[config.mk]
export PLATFORM = sky130hd
export DESIGN_NAME = fat12w_ctrl
export DESIGN_NICKNAME = d
export VERILOG_FILES = /design/src/rtl/core/fat12w_pkg.sv /design/src/rtl/core/fat12w_ctrl.sv
export SDC_FILE = /design/constraint.sdc
export NUM_CORES = 1
export LEC_CHECK = 0
export ABC_AREA = 0
export BUFFER_PORTS_ARGS = -buffer_cell sky130_fd_sc_hd__buf_2
export CAP_MARGIN = 20
export CORE_AREA = 2 2 39 41
export DETAILED_ROUTE_END_ITERATION = 6
export DIE_AREA = 0 0 41 43
export PLACE_DENSITY_LB_ADDON = 0.2
export SLEW_MARGIN = 5
export SYNTH_ARGS = -nofsm -noshare
export SYNTH_HDL_FRONTEND = slang
export SYNTH_SLANG_ARGS = --single-unit
[constraint.sdc]
create_clock -name clock -period 1.3 [get_ports clock]
set_input_delay 0.26 -clock clock [delete_from_list [all_inputs] [get_ports clock]]
set_output_delay 0.26 -clock clock [all_outputs]
set_load 0.01 [all_outputs]
[src/rtl/core/fat12w_pkg.sv]
// Shared types and constants for the FAT12 cluster chain walker.
package fat12w_pkg;

   // Action codes carried on the request channel
   localparam logic [1:0] ACT_WRITE = 2'd0;
   localparam logic [1:0] ACT_READ  = 2'd1;
   localparam logic [1:0] ACT_WALK  = 2'd2;

   // First cluster value that ends a chain
   localparam logic [11:0] CHAIN_END = 12'hff0;
   localparam logic [7:0]  LOW_NIB   = 8'h0f;
   localparam logic [7:0]  HIGH_NIB  = 8'hf0;

   localparam int unsigned ADDR_W  = 13;
   localparam int unsigned DATA_W  = 8;
   localparam int unsigned CLUS_W  = 12;
   localparam int unsigned COUNT_W = 13;

   // Controller to datapath
   typedef struct packed {
      logic load;      // take the accepted item
      logic rd_hi;     // read address selects the second entry byte
      logic cap_lo;    // capture the first entry byte
      logic step;      // unpack the entry into the current cluster
      logic set_flag;  // length guard hit
      logic out_load;  // load the result register
   } cmd_type;

   // Datapath to controller
   typedef struct packed {
      logic is_write;
      logic is_read;
      logic is_walk;
      logic at_end;    // current cluster is a terminator
      logic at_max;    // visit count reached the guard
   } status_type;

endpackage

[src/rtl/core/fat12w_ctrl.sv]
// Sequencing state machine for writes, entry reads and chain walks.
module fat12w_ctrl import fat12w_pkg::*; (
   input  logic       clock,
   input  logic       reset,
   input  logic       req_valid,
   output logic       req_ready,
   output logic       rsp_valid,
   input  logic       rsp_ready,
   input  status_type status,
   output cmd_type    cmd
);

   typedef enum logic [2:0] {
      ST_IDLE,
      ST_CHECK,
      ST_RD_A,
      ST_RD_B,
      ST_RD_C,
      ST_DONE
   } state_type;

   state_type state_ff;
   logic      rsp_valid_ff;
   logic      accept;

   assign req_ready = (state_ff == ST_IDLE);
   assign rsp_valid = rsp_valid_ff;
   assign accept    = req_valid && req_ready;

   always_comb begin
      cmd          = '0;
      cmd.load     = accept;
      cmd.rd_hi    = (state_ff == ST_RD_B);
      cmd.cap_lo   = (state_ff == ST_RD_B);
      cmd.step     = (state_ff == ST_RD_C);
      cmd.set_flag = (state_ff == ST_CHECK) && !status.at_end && status.at_max;
      cmd.out_load = (state_ff == ST_DONE) && (!rsp_valid_ff || rsp_ready);
   end

   always_ff @(posedge clock) begin
      if (reset) begin
         state_ff     <= ST_IDLE;
         rsp_valid_ff <= 1'b0;
      end else begin
         if (cmd.out_load) begin
            rsp_valid_ff <= 1'b1;
         end else if (rsp_ready) begin
            rsp_valid_ff <= 1'b0;
         end
         unique case (state_ff)
            ST_IDLE: begin
               if (accept) begin
                  // status reflects the item only from the next cycle: decode in ST_CHECK
                  state_ff <= ST_CHECK;
               end
            end
            ST_CHECK: begin
               if (status.is_read) begin
                  state_ff <= ST_RD_A;
               end else if (!status.is_walk) begin
                  state_ff <= ST_DONE;
               end else if (status.at_end || status.at_max) begin
                  state_ff <= ST_DONE;
               end else begin
                  state_ff <= ST_RD_A;
               end
            end
            ST_RD_A: state_ff <= ST_RD_B;
            ST_RD_B: state_ff <= ST_RD_C;
            ST_RD_C: begin
               state_ff <= status.is_walk ? ST_CHECK : ST_DONE;
            end
            ST_DONE: begin
               if (cmd.out_load) begin
                  state_ff <= ST_IDLE;
               end
            end
            default: state_ff <= ST_IDLE;
         endcase
      end
   end

endmodule

Yosys cells after proc, flatten, opt, wreduce, memory -nomap -nowiden --
Cells that the tools add are included.
Word-level totals: flip-flop bits (word level) 4, bits of input ports 9, output and inout bits 8
Operators by class: mux-type cells 9, reduce and logical (&&, ||, !) cells 11, equal/unequal tests 7
Operator list (number):
- $mux 3 | 6
- $pmux 3 s6 | 1
- $eq 3x2->1 const B | 2
- $eq 3x3->1 const B | 2
- $logic_and 1x1->1 | 4
- $eq 3x1->1 const B | 1
- $logic_not 3->1 | 1
- $logic_not 1->1 | 2
- $logic_or 1x1->1 | 2
- $mux 1 | 2
- $ne 2x1->1 const B | 1
- $ne 2x2->1 const B | 1
- $reduce_and 2->1 | 1
- $reduce_bool 2->1 | 1

Depth between registers and ports, before layout --
depth in word-level cells 5, depth in mapped cells 4, depth with buffers taken out 3

Least setup slack after synthesis --
OpenSTA, ideal clock, no wires.
path kind register to output, from register state_ff[0], to output port cmd[1] (netlist bit), cell stages (with the launch flop) 4, arrival 1.115 ns, required time 1.040 ns, setup slack -0.075 ns, cells stage by stage dfxtp_1 > buf_6 > or2b_1 > nor4b_1
RTL lines:
- start: declaration | line fat12w_ctrl.sv:22 | state_type state_ff;
- start signal: assignment | line fat12w_ctrl.sv:71 | state_ff <= status.is_walk ? ST_CHECK : ST_DONE;
- end: declaration | line fat12w_ctrl.sv:10 | output cmd_type cmd

==> qor.txt <==
PD cells - 956 mW/mm2
Syn avg cell area - 8.54 um2
Least-Margin Pin Slew - 0.416 ns
Chip Width - 41 um
Crit path max fanout - 3
Synthesized Nets - 44
Final Hold Viols - 0
Die Y - 43 um
Initial DRC count - 2
Int Power - 0.311 mW
Hold Path Class - in -> reg
Remaining Overflow, GRT - 0
Commonest non-fill, non-tap cells in the layout - buf_2, nor3b_1, buf_4
Net Switching - 0.120 mW
Most common cell after layout, fill and taps aside - buf_2
DP Worst Slack - 0.0520 ns
Total GRT Usage - 0.104
Static Leak - 0.204 nW
Final Cell Area - 450 um2
Seq/Total Area, Yosys - 0.268
Clock slew at reported path FFs - 0.03 ns
Largest net degree at the start of global routing - 10
Area grow syn2layout - 50.6%
Final Max Tran Viols - 0
Cts bufs inserted - 3
DRT Pass-1 Iters - 3
Setup TNS - -0.304 ns
Vias - 320
Die area - 0.00176 mm2
Via-to-Cell Ratio - 4.57
Crit path launch - state_ff[2]
Critical R2R Launch - state_ff[0]
Cell taking the most area after synthesis - dfxtp_1
Share of cells above drive strength 1 - 0.574
Maximum root-to-sink buffer count - 2
CTS H-tree lvls - 1
Synth area leaders - dfxtp_1, nor3b_1, o21ai_0
Post-synthesis mux area share - 0.0335
Nets@finish - 65
Clock Power Share - 0.350
Initial Utilization - 0.216
DRT antenna net count - 0
Distinct cells, synth - 23
XOR/XNOR share of the synthesized area - 0
Min Tclk post-route - 1.44 ns
Top cell type's share of synthesized area - 0.268
Hold Buf Count CTS - 0
DRC - 0
CP Class - reg -> out
Flops & latches, synth - 4
Core ar. - 0.00138 mm2
Layout Skew - 0.00367 ns
Slew margin rel. - 0.720
Worst hold start - reset
Ports - 17
Hpwl dp - 564 um
Final period util - 1.11
Comb power frac - 0.317
Filler Cell Count - 160
Status - complete, but fails checks
Failing checks - negative setup slack
Largest family of logic cells by synthesized area - simple AND/OR/NAND/NOR gates
PnR worst setup slack - -0.141 ns
Total power - 0.431 mW
Ant. Diodes - 0
Number of port buffers - 15
Setup violators final - 5
Yosys warning count - 0
CTS tree - yes
F_max - 694 MHz
Avg WL per Cell - 10.3 um
Cell area after synthesis - 299 um2
Sw Ratio - 0.278
Number of global-route vias before repair - 296
Cell count after synthesis - 35
Clock Tree Root - clkbuf_4
WP data required - 1.04 ns
Initial antenna violation count - 0
Arrival time worst endpoint - 1.18 ns
Peak VDD IR - 0.000381 V
Simple-gate area share of the yosys netlist - 0.402
First-pass GRT wire length - 1240 um
Worst skew pair latency - 0.23 ns
CP Capture Type - primary output
RD Place Congestion - 0.699
Flop pwr share - 0.333
WL final - 724 um
# rows - 14
RSZ-0062 raised after global routing - yes
Post-synthesis compound-gate area fraction - 0.180
CTS Sinks - 4
Placed standard-cell area - 404 um2
Max-cap violations - 0
Crit start category - flop
Post-synthesis adder-cell area fraction - 0
==> power groups by stage <==
stage | Sequential [mW] | Combinational [mW] | Clock, mW
floorplan | 0.140 | 0.0934 | 0
detailed placement | 0.143 | 0.129 | 0
global placement | 0.143 | 0.130 | 0
CTS | 0.144 | 0.137 | 0.156
finish | 0.144 | 0.136 | 0.151
global route | 0.145 | 0.152 | 0.164
==> worst max-delay path: stages (launching register included) <==
cell and delay (ns):
dfxtp_2 0.32, or2b_1 0.27, nor4b_2 0.20, buf_2 0.16
==> stage by stage <==
stage | util | cells | hold WS, ns
3_5_place_dp | 0.292 | 66 | 0.496
5_1_grt | 0.325 | 70 | 0.263
4_1_cts | 0.325 | 70 | 0.258
2_1_floorplan | - | 35 | 0.329
6_report | 0.325 | 70 | 0.253
3_3_place_gp | 0.292 | 66 | 0.497
==> layer usage <==
| metal | part of all wire | GRT usage | wire [um] | vias up |
|---|---|---|---|---|
| li1 | - | - | - | 164 |
| met3 | 0.059 | 0.0314 | 43 | 0 |
| met2 | 0.51 | 0.147 | 371 | 11 |
| met4 | 0 | 0.0600 | 0 | 0 |
| met5 | 0 | 0 | 0 | - |
| met1 | 0.43 | 0.135 | 309 | 145 |
==> Yosys cell counts <==
library cell	instances
o21ai_2	1
mux2i_1	1
and2_1	1
nor3_1	1
buf_6	1
nand3b_2	1
o41a_1	1
nor3b_1	4
or3_1	1
or2b_1	1
nand2b_1	2
nor2b_1	1
inv_1	1
a22o_1	1
o21ai_0	3
nand3b_1	1
buf_4	2
nor4b_1	1
or4_4	1
a21oi_1	2
dfxtp_1	4
nor2_1	2
buf_2	1
==> path summary, 6_finish.rpt <==
path | to | slack, ns | cells past startpoint
max | cmd[1] | -0.14 | 3
min | rsp_valid | 0.25 | 2
max reg2reg | state_ff[0] | 0.03 | 4
min reg2reg | rsp_valid | 0.56 | 2
==> cell type report <==
cell class / instances / area (um2) / share of cell area
multi-input combinational: 26 / 204 / 0.453
tap: 16 / 20.0 / 0.0444
sequential: 4 / 83.8 / 0.186
inverter: 1 / 3.75 / 0.00833
timing repair buffer: 20 / 116 / 0.258
clock buffer: 3 / 22.5 / 0.0500
==> kinds of logic after synthesis <==
group	Yosys count
simple gates	17
flops	4
buf+inv	5
mux	1
compound gates	8
==> flip-flops by register name, summed over array words and instances (netlist names) <==
register,cells
state_ff,3
rsp_valid,1
==> what timing repair did <==
item | in CTS | in global routing
setup endpoints to repair | 6 | 8
buffers inserted | 1 | 0
gates resized for setup | 5 | 0
pin swaps | 4 | 0
No activity file was read; power rests on OpenSTA's default activity.
